File: src/rtl/psc_pkg.sv
// types and constants of the predicate stream compactor
package psc_pkg;

  localparam int CFG_INDEX_BITS = 4;
  localparam int CFG_DATA_BITS  = 16;
  localparam int RANGE_BITS     = 16;
  localparam int CAP_BITS       = 6;

  typedef enum logic [1:0] {
    MODE_EVEN  = 2'd0,
    MODE_ODD   = 2'd1,
    MODE_PRIME = 2'd2,
    MODE_RANGE = 2'd3
  } mode_t;

  localparam logic [CFG_INDEX_BITS-1:0] REG_FILTER_MODE = 4'd0;
  localparam logic [CFG_INDEX_BITS-1:0] REG_RANGE_LOW   = 4'd1;
  localparam logic [CFG_INDEX_BITS-1:0] REG_RANGE_HIGH  = 4'd2;
  localparam logic [CFG_INDEX_BITS-1:0] REG_CAPACITY    = 4'd3;

  localparam mode_t                 RESET_MODE       = MODE_PRIME;
  localparam logic [RANGE_BITS-1:0] RESET_RANGE_LOW  = 16'd250;
  localparam logic [RANGE_BITS-1:0] RESET_RANGE_HIGH = 16'd650;
  localparam logic [CAP_BITS-1:0]   RESET_CAPACITY   = 6'd16;

  typedef struct packed {
    mode_t                 mode;
    logic [RANGE_BITS-1:0] range_low;
    logic [RANGE_BITS-1:0] range_high;
    logic [CAP_BITS-1:0]   capacity;
  } cfg_t;

  // classification of one queued item
  typedef struct packed {
    logic last;
    logic need_prime;
    logic match;
  } cls_t;

endpackage

File: src/rtl/psc_if.sv
// stream and configuration interfaces of the predicate stream compactor
interface psc_in_if #(parameter int VALUE_BITS = 16);
  logic                  valid;
  logic                  ready;
  logic [VALUE_BITS-1:0] value;
  logic                  last_item;
  modport source (output valid, output value, output last_item, input ready);
  modport sink (input valid, input value, input last_item, output ready);
endinterface

interface psc_out_if #(parameter int VALUE_BITS = 16);
  logic                  valid;
  logic                  ready;
  logic [VALUE_BITS-1:0] out_value;
  logic                  is_padding;
  logic                  last_result;
  modport source (output valid, output out_value, output is_padding, output last_result,
                  input ready);
  modport sink (input valid, input out_value, input is_padding, input last_result,
                output ready);
endinterface

interface psc_cfg_if;
  logic                          valid;
  logic                          ready;
  logic [psc_pkg::CFG_INDEX_BITS-1:0] index;
  logic [psc_pkg::CFG_DATA_BITS-1:0]  data;
  modport source (output valid, output index, output data, input ready);
  modport sink (input valid, input index, input data, output ready);
endinterface

File: src/rtl/predicate_stream_compactor.sv
// top level of the predicate stream compactor
//
//  channel  dir  handshake     payload
//  cfg      in   valid/ready   index, data (register write, always ready)
//  data     in   valid/ready   value, last_item
//  result   out  valid/ready   out_value, is_padding, last_result
//
// even, odd and range items pass through S_IDLE and S_DECIDE in the back end.
// prime items run one S_TRIAL step and a bit-serial S_DIV pass per trial divisor, for up
// to about sqrt(value) divisors, in the single bit-serial remainder unit.
// a last item adds the S_PAD state, which emits padding slots until the capacity is reached.
// synchronous reset loads the register defaults; no clearing pass.
// a stalled result holds the back end when it has a slot to emit; the two-entry queue keeps taking items until full.
module predicate_stream_compactor import psc_pkg::*; #(
  parameter int VALUE_BITS = 16,
  parameter int MAX_SLOTS  = 32
) (
  input  logic      clk,
  input  logic      rst,
  psc_cfg_if.sink   cfg,
  psc_in_if.sink    data,
  psc_out_if.source result
);

  localparam int QW = VALUE_BITS + $bits(cls_t);

  cfg_t                  cfg_regs;
  logic                  push;
  logic [VALUE_BITS-1:0] push_value;
  cls_t                  push_cls;
  logic                  q_full;
  logic                  q_valid;
  logic                  q_pop;
  logic [QW-1:0]         q_data;
  logic [VALUE_BITS-1:0] q_value;
  cls_t                  q_cls;

  assign cfg.ready = 1'b1;

  always_ff @(posedge clk) begin
    if (rst) begin
      cfg_regs.mode       <= RESET_MODE;
      cfg_regs.range_low  <= RESET_RANGE_LOW;
      cfg_regs.range_high <= RESET_RANGE_HIGH;
      cfg_regs.capacity   <= RESET_CAPACITY;
    end else if (cfg.valid) begin
      case (cfg.index)
        REG_FILTER_MODE: cfg_regs.mode <= mode_t'(cfg.data[1:0]);
        REG_RANGE_LOW: cfg_regs.range_low <= cfg.data[RANGE_BITS-1:0];
        REG_RANGE_HIGH: cfg_regs.range_high <= cfg.data[RANGE_BITS-1:0];
        REG_CAPACITY: cfg_regs.capacity <= cfg.data[CAP_BITS-1:0];
        default: ;
      endcase
    end
  end

  psc_front #(.VALUE_BITS(VALUE_BITS)) u_front (
    .cfg        (cfg_regs),
    .data       (data),
    .full       (q_full),
    .push       (push),
    .push_value (push_value),
    .push_cls   (push_cls)
  );

  psc_fifo #(.WIDTH(QW), .DEPTH(2)) u_queue (
    .clk       (clk),
    .rst       (rst),
    .push      (push),
    .push_data ({push_cls, push_value}),
    .pop       (q_pop),
    .pop_data  (q_data),
    .not_empty (q_valid),
    .full      (q_full)
  );

  assign q_value = q_data[VALUE_BITS-1:0];
  assign q_cls   = cls_t'(q_data[QW-1:VALUE_BITS]);

  psc_back #(.VALUE_BITS(VALUE_BITS), .MAX_SLOTS(MAX_SLOTS)) u_back (
    .clk     (clk),
    .rst     (rst),
    .cfg     (cfg_regs),
    .q_valid (q_valid),
    .q_value (q_value),
    .q_cls   (q_cls),
    .q_pop   (q_pop),
    .result  (result)
  );

endmodule

File: src/rtl/psc_front.sv
// front end: accepts items and classifies them against the filter mode
module psc_front import psc_pkg::*; #(
  parameter int VALUE_BITS = 16
) (
  input  cfg_t                  cfg,
  psc_in_if.sink                data,
  input  logic                  full,
  output logic                  push,
  output logic [VALUE_BITS-1:0] push_value,
  output cls_t                  push_cls
);

  localparam int CW = (VALUE_BITS > RANGE_BITS) ? VALUE_BITS : RANGE_BITS;

  logic [CW-1:0] v_ext;
  logic [CW-1:0] lo_ext;
  logic [CW-1:0] hi_ext;

  assign data.ready = !full;
  assign push       = data.valid && !full;
  assign push_value = data.value;

  assign v_ext  = CW'(data.value);
  assign lo_ext = CW'(cfg.range_low);
  assign hi_ext = CW'(cfg.range_high);

  always_comb begin
    push_cls.last       = data.last_item;
    push_cls.need_prime = 1'b0;
    case (cfg.mode)
      MODE_EVEN: push_cls.match = !data.value[0];
      MODE_ODD: push_cls.match = data.value[0];
      MODE_PRIME: begin
        push_cls.match      = 1'b0;
        push_cls.need_prime = 1'b1;
      end
      MODE_RANGE: push_cls.match = (v_ext >= lo_ext) && (v_ext <= hi_ext);
      default: push_cls.match = 1'b0;
    endcase
  end

endmodule

File: src/rtl/psc_fifo.sv
// short register queue between front and back end
module psc_fifo #(
  parameter int WIDTH = 8,
  parameter int DEPTH = 2
) (
  input  logic             clk,
  input  logic             rst,
  input  logic             push,
  input  logic [WIDTH-1:0] push_data,
  input  logic             pop,
  output logic [WIDTH-1:0] pop_data,
  output logic             not_empty,
  output logic             full
);

  localparam int PW = (DEPTH > 1) ? $clog2(DEPTH) : 1;
  localparam int NW = $clog2(DEPTH + 1);

  logic [WIDTH-1:0] mem [DEPTH];
  logic [PW-1:0]    wr_ptr;
  logic [PW-1:0]    rd_ptr;
  logic [NW-1:0]    count;
  logic             do_push;
  logic             do_pop;

  assign not_empty = (count != '0);
  assign full      = (count == NW'(DEPTH));
  assign do_push   = push && !full;
  assign do_pop    = pop && not_empty;
  assign pop_data  = mem[rd_ptr];

  always_ff @(posedge clk) begin
    if (do_push) begin
      mem[wr_ptr] <= push_data;
    end
  end

  always_ff @(posedge clk) begin
    if (rst) begin
      wr_ptr <= '0;
      rd_ptr <= '0;
      count  <= '0;
    end else begin
      if (do_push) begin
        wr_ptr <= (wr_ptr == PW'(DEPTH - 1)) ? '0 : wr_ptr + 1'b1;
      end
      if (do_pop) begin
        rd_ptr <= (rd_ptr == PW'(DEPTH - 1)) ? '0 : rd_ptr + 1'b1;
      end
      if (do_push && !do_pop) begin
        count <= count + 1'b1;
      end else if (do_pop && !do_push) begin
        count <= count - 1'b1;
      end
    end
  end

endmodule

File: src/rtl/psc_back.sv
// back end: trial division prime test, slot counting, padding and result register
module psc_back import psc_pkg::*; #(
  parameter int VALUE_BITS = 16,
  parameter int MAX_SLOTS  = 32
) (
  input  logic                  clk,
  input  logic                  rst,
  input  cfg_t                  cfg,
  input  logic                  q_valid,
  input  logic [VALUE_BITS-1:0] q_value,
  input  cls_t                  q_cls,
  output logic                  q_pop,
  psc_out_if.source             result
);

  localparam int DW = VALUE_BITS / 2 + 2;
  localparam int SW = 2 * DW;
  localparam int BW = $clog2(VALUE_BITS);
  localparam int KW = $clog2(MAX_SLOTS + 1);

  typedef enum logic [2:0] {
    S_IDLE,
    S_TRIAL,
    S_DIV,
    S_DECIDE,
    S_PAD
  } state_t;

  state_t                state;
  logic [VALUE_BITS-1:0] v;
  logic                  last;
  logic                  match;
  logic [DW-1:0]         d;
  logic [SW-1:0]         sq;
  logic [DW-1:0]         rem;
  logic [BW-1:0]         bit_idx;
  logic [KW-1:0]         kept;

  logic [DW:0]           rem_sh;
  logic [DW:0]           rem_sub;
  logic [DW-1:0]         rem_new;
  logic                  sq_le;
  logic [SW-1:0]         sq_next;
  logic [CAP_BITS:0]     cap_ext;
  logic [KW-1:0]         cap;
  logic                  kept_lt;
  logic [KW-1:0]         kept_inc;
  logic                  fin;
  logic                  out_free;
  logic                  emit;

  // one restoring remainder step per cycle
  assign rem_sh  = {rem, v[bit_idx]};
  assign rem_sub = rem_sh - {1'b0, d};
  assign rem_new = (rem_sh >= {1'b0, d}) ? rem_sub[DW-1:0] : rem_sh[DW-1:0];

  // (d+1)^2 = d^2 + 2d + 1
  assign sq_le   = (sq <= SW'(v));
  assign sq_next = sq + SW'({d, 1'b1});

  assign cap_ext  = {1'b0, cfg.capacity};
  assign cap      = (cap_ext > (CAP_BITS + 1)'(MAX_SLOTS)) ? KW'(MAX_SLOTS) : KW'(cap_ext);
  assign kept_lt  = (kept < cap);
  assign kept_inc = kept + 1'b1;
  assign fin      = (kept_inc == cap);
  assign out_free = !result.valid || result.ready;
  assign emit     = out_free && kept_lt &&
                    (((state == S_DECIDE) && match) || (state == S_PAD));

  assign q_pop = (state == S_IDLE) && q_valid;

  always_ff @(posedge clk) begin
    if (rst) begin
      state        <= S_IDLE;
      kept         <= '0;
      result.valid <= 1'b0;
    end else begin
      if (emit) begin
        result.valid <= 1'b1;
      end else if (result.ready) begin
        result.valid <= 1'b0;
      end
      case (state)
        S_IDLE: begin
          if (q_valid) begin
            v     <= q_value;
            last  <= q_cls.last;
            match <= q_cls.match;
            d     <= DW'(2);
            sq    <= SW'(4);
            if (q_cls.need_prime && (q_value >= VALUE_BITS'(2))) begin
              state <= S_TRIAL;
            end else begin
              state <= S_DECIDE;
            end
          end
        end
        S_TRIAL: begin
          if (sq_le) begin
            rem     <= '0;
            bit_idx <= BW'(VALUE_BITS - 1);
            state   <= S_DIV;
          end else begin
            match <= 1'b1;
            state <= S_DECIDE;
          end
        end
        S_DIV: begin
          rem <= rem_new;
          if (bit_idx == '0) begin
            if (rem_new == '0) begin
              match <= 1'b0;
              state <= S_DECIDE;
            end else begin
              d     <= d + 1'b1;
              sq    <= sq_next;
              state <= S_TRIAL;
            end
          end else begin
            bit_idx <= bit_idx - 1'b1;
          end
        end
        S_DECIDE: begin
          if (kept_lt && match) begin
            if (out_free) begin
              result.out_value   <= v;
              result.is_padding  <= 1'b0;
              result.last_result <= fin;
              kept               <= kept_inc;
              state              <= last ? S_PAD : S_IDLE;
            end
          end else begin
            state <= last ? S_PAD : S_IDLE;
          end
        end
        S_PAD: begin
          if (kept_lt) begin
            if (out_free) begin
              result.out_value   <= '0;
              result.is_padding  <= 1'b1;
              result.last_result <= fin;
              kept               <= kept_inc;
            end
          end else begin
            kept  <= '0;
            state <= S_IDLE;
          end
        end
        default: state <= S_IDLE;
      endcase
    end
  end

endmodule

File: src/flat_wrapper.sv
// flat-port wrapper written by rule: the top's interface ports become plain ports
module predicate_stream_compactor_flat import psc_pkg::*;
#(
  parameter int VALUE_BITS = 16,
  parameter int MAX_SLOTS  = 32
)
  (clk, rst, cfg_valid, cfg_index, cfg_data, cfg_ready, data_valid, data_value, data_last_item, data_ready, result_valid, result_out_value, result_is_padding, result_last_result, result_ready);
  psc_cfg_if cfg_i ();
  psc_in_if #(.VALUE_BITS(VALUE_BITS)) data_i ();
  psc_out_if #(.VALUE_BITS(VALUE_BITS)) result_i ();
  input  logic clk;
  input  logic rst;
  input wire logic [$bits(cfg_i.valid)-1:0] cfg_valid;
  input wire logic [$bits(cfg_i.index)-1:0] cfg_index;
  input wire logic [$bits(cfg_i.data)-1:0] cfg_data;
  output wire logic [$bits(cfg_i.ready)-1:0] cfg_ready;
  input wire logic [$bits(data_i.valid)-1:0] data_valid;
  input wire logic [$bits(data_i.value)-1:0] data_value;
  input wire logic [$bits(data_i.last_item)-1:0] data_last_item;
  output wire logic [$bits(data_i.ready)-1:0] data_ready;
  output wire logic [$bits(result_i.valid)-1:0] result_valid;
  output wire logic [$bits(result_i.out_value)-1:0] result_out_value;
  output wire logic [$bits(result_i.is_padding)-1:0] result_is_padding;
  output wire logic [$bits(result_i.last_result)-1:0] result_last_result;
  input wire logic [$bits(result_i.ready)-1:0] result_ready;
  assign cfg_i.valid = cfg_valid;
  assign cfg_i.index = cfg_index;
  assign cfg_i.data = cfg_data;
  assign cfg_ready = cfg_i.ready;
  assign data_i.valid = data_valid;
  assign data_i.value = data_value;
  assign data_i.last_item = data_last_item;
  assign data_ready = data_i.ready;
  assign result_valid = result_i.valid;
  assign result_out_value = result_i.out_value;
  assign result_is_padding = result_i.is_padding;
  assign result_last_result = result_i.last_result;
  assign result_i.ready = result_ready;
  predicate_stream_compactor #(.VALUE_BITS(VALUE_BITS), .MAX_SLOTS(MAX_SLOTS)) u_core (.clk(clk), .rst(rst), .cfg(cfg_i), .data(data_i), .result(result_i));
endmodule
File: config.mk
export PLATFORM = sky130hd
export DESIGN_NAME = predicate_stream_compactor_flat
export DESIGN_NICKNAME = d
export VERILOG_FILES = /design/src/rtl/psc_pkg.sv /design/src/rtl/psc_if.sv /design/src/rtl/predicate_stream_compactor.sv /design/src/rtl/psc_front.sv /design/src/rtl/psc_fifo.sv /design/src/rtl/psc_back.sv /design/src/flat_wrapper.sv
export SDC_FILE = /design/constraint.sdc
export NUM_CORES = 1
export LEC_CHECK = 0
export ABC_AREA = 1
export BUFFER_PORTS_ARGS = -buffer_cell sky130_fd_sc_hd__buf_2
export CAP_MARGIN = 0
export CORE_MARGIN = 3
export CORE_UTILIZATION = 52
export DETAILED_ROUTE_END_ITERATION = 16
export HOLD_SLACK_MARGIN = 0.08
export PLACE_DENSITY_LB_ADDON = 0.25
export SETUP_SLACK_MARGIN = 0.1
export SYNTH_ARGS = -nofsm -noshare
export SYNTH_HDL_FRONTEND = slang
export SYNTH_SLANG_ARGS = --single-unit
File: constraint.sdc
create_clock -name clk -period 11.96 [get_ports clk]
set_input_delay 0 -clock clk [delete_from_list [all_inputs] [get_ports clk]]
set_output_delay 0 -clock clk [all_outputs]
set_load 0.05 [all_outputs]
==> metrics.yaml <==
synth:
  synth_area_leader_cell: "edfxtp_1"
  syn_avg_cell_area_um2: 8.77
  synth_fp_nets: 1201
  synth_top_cell_area_share_pct: 37.5
  synth_area_leaders: "edfxtp_1 37%, dfxtp_1 12%, ha_1 10%"
  syn_area_um2: 9460
  ys_warn_count: 0
  netlist_instances: 1079
  netlist-cell-type-count: 47
  ys_seq_area_share_pct: 49.1
  synth-seq-cells: 173
clocking:
  cts-root-buf: "clkbuf_16"
  cts_sinks: 173
  cts_setup_buffers: 0
  insertion_delay_ps: 440
  clkTransAtPathRegs_ps: 70
  cts_buffers: 17
  htree_num_levels: 4
  cts_resized: 0
  clockBufferDepth: 2
  cts_tree: "done"
  ctsHoldBuffers: 57
finish:
  seqCellArea_um2: 4640
  n_antenna_cell: 0
  drive_gt1_share_pct: 10.9
  nNetsFinal: 1325
  multi_input_area_um2: 4120
  nFillCells: 1454
  syn_to_final_growth_pct: 18.1
die:
  die_h_um: 141
  core_um2: 17500
  die_width_um: 141
  rows: 48
  initial_core_util_pct: 54.0
  ios: 63
  dieArea_um2: 19900
global_route:
  grt_pass1_wl_mm: 34.6
  overflow: 0
  grt_max_degree: 39
  grt_usage_pct: 21.5
  grt_pass1_vias: 7318
  antenna_found_initial: 0
sta:
  drv_slew: 0
  slew_headroom_pct: 25.7
  final-setup-viol-count: 0
  tightest_slew_ps: 1110
  period_minus_slack_ps: 3660
  fin_tns_setup_ps: 0
  finalHoldViolations: 0
  setup_ws_ps: 8300
  clock_skew_ps: 12.5
  fin_hold_ws_ps: 207
  finalCritPeriodShare_pct: 30.6
  fmax_mhz: 273
  rsz0062_at_grt: "false"
setup_path:
  start_kind: "flip-flop"
  r2r_slack_ps: 8300
  crit_arrival_ps: 3750
  worstRegToRegCells: 26
  worstPathRequired_ps: 12050
  r2r_start: "u_core.u_back.bit_idx[0]"
  r2r-end: "u_core.u_back.sq[14]"
  worstPathMaxFanout: 30
  endpoint_kind: "flip-flop"
  path_class: "reg -> reg"
placement:
  dpl_worst_slack_ps: 8290
  routabilityCongestion: 0.884
  port_buffers: 61
  dp_hpwl_mm: 14.7
min_path:
  hold_start: "cfg_index[3]"
  hold-path-endpoint: "u_core.cfg_regs[27]"
  hold_class: "in -> reg"
  worstHoldPathCells: 6
job:
  cap_violations: 0
route:
  wl_mm: 21.0
  route.detailed.drc: 0
  num_vias: 7677
  ant_nets: 0
  via_per_inst: 5.33
  drt_iter0_drc: 558
  dr.pass1.iters: 5
  wl_per_cell_um: 14.6
power_and_ir_drop:
  leakage_nw: 4.91
  irDropWorstVdd_uv: 111
  power_density_nw_per_um2: 196
run_status:
  status: "finished clean"
[layout by cell type (no fill, tap or decap), types with 3 or more instances in the layout]
cell / count
nand3b_1: 9
nand4_1: 11
nand2_4: 3
edfxtp_1: 118
a31oi_1: 5
a21oi_1: 107
o21a_1: 6
clkinv_1: 4
dlygate4sd3_1: 57
inv_1: 152
nand2_2: 9
nor3_1: 22
nor4_1: 6
nor2_1: 87
dfxtp_1: 55
nand3_1: 45
xor2_1: 8
o211ai_1: 7
o21ai_1: 3
nor3_2: 3
inv_2: 5
buf_2: 61
buf_4: 8
inv_8: 6
ha_1: 78
o21ai_0: 73
nand2_1: 212
inv_6: 5
clkbuf_16: 17
o21bai_1: 4
[routing by layer]
layer  routed length (um)  vias up  share of wire (%)  global-route usage, %
li1                     -     3910                  -                      -
met1                 9140     3494                 43                   26.9
met2                10400      234                 50                   37.4
met3                  999       39                4.7                   4.21
met4                  482        0                2.3                   7.39
met5                    0        -                  0                      0
[Yosys cell counts (all sizes together)]
cell    instances
clkbuf         16
nor3b           2
or2             3
ha             78
a21oi         110
nand3b          9
buf             5
nand3          47
a221oi          1
xnor2           2
o211ai          7
inv           157
xor2            8
nor2           89
clkinv          3
dfxtp          55
nor3           25
a311oi          1
a21o            1
o21a            6
mux2i           2
conb            1
nand4          11
o21bai          4
fa              2
edfxtp        118
o221a           1
o21ai          78
o22ai           1
nand2         224
a31oi           5
o41ai           1
nor4            6
[critical path, cell delays in order, from the launching register on]
cell and delay [ps]:
edfxtp_1 550, inv_1 230, nand2_1 80, nand3_1 70, nand2_1 50, nor2_1 80, nand2_1 60, nand2_1 110
inv_1 60, ha_1 200, fa_1 400, inv_1 70, nand2_1 40, nand2_1 90, nand3b_1 110, nand2_1 70
nand2_1 50, nand2_1 50, nand2_1 60, nand2_1 70, nor2_1 40, nand2_1 50, nor2_1 40, nand2_1 100
nand2_1 70, nor3_2 100, buf_4 380
[metrics by stage]
stage               instances  util (%)  power [W]  cell area, um^2
global placement         1352      57.1    0.00160            10000
finish                   1441      63.7    0.00219            11200
detailed placement       1352      57.1    0.00162            10000
floorplan                1079         -    0.00143             9460
global route             1441      63.7    0.00235            11200
CTS                      1441      63.7    0.00220            11200
[state kept, by name, summed over array words and instances (netlist names), 2 cells and up, named ones only]
register	count
u_core.u_back.kept	6
u_core.u_back.state	3
u_core.u_back.rem	10
u_core.u_back.d	10
u_core.u_queue.count	2
u_core.u_queue.mem	38
u_core.u_back.sq	20
u_core.u_back.bit_idx	4
u_core.u_back.v	16
u_core.u_back.result.out_value	16
u_core.cfg_regs	40
[worst max path at each step]
stage,endpoint,startpoint,depth (start not counted),slack (ps)
final,u_core.u_back.sq[14],u_core.u_back.bit_idx[0],26,8300
after global routing,u_core.u_back.sq[14],u_core.u_back.bit_idx[0],26,7880
after CTS,u_core.u_back.sq[14],u_core.u_back.bit_idx[0],26,8290
after detailed placement,u_core.u_back.sq[18],u_core.u_back.bit_idx[0],26,8290
after global placement,u_core.u_back.sq[17],u_core.u_back.bit_idx[0],26,8400
after floorplan,u_core.u_back.d[0],u_core.u_back.bit_idx[0],24,7050
[area by class of cell]
type | instances | share of cell area, %
Timing Repair Buffer | 126 | 8.37
Multi-Input combinational cell | 725 | 36.9
Clock inverter | 15 | 1.49
Inverter | 160 | 5.37
Clock buffer | 17 | 3.81
Tap cell | 225 | 2.52
Sequential cell | 173 | 41.6
[report_power, final]
group	switching, W	internal [W]
sequential	0.0000699	0.000778
clock	0.000267	0.000299
combinational	0.000510	0.000270
[logic make-up after synthesis]
kind of cell	share of synthesized area [%]
AND/OR/NAND/NOR	19.1
AO/OA/AOI/OAI	12.4
buffers and inverters	7.42
flip-flops	49.1
adder cells (fa/ha/maj)	10.7
XOR/XNOR	0.926
multiplexers	0.212
other	0.0396
No activity file was read; power rests on OpenSTA's default activity.
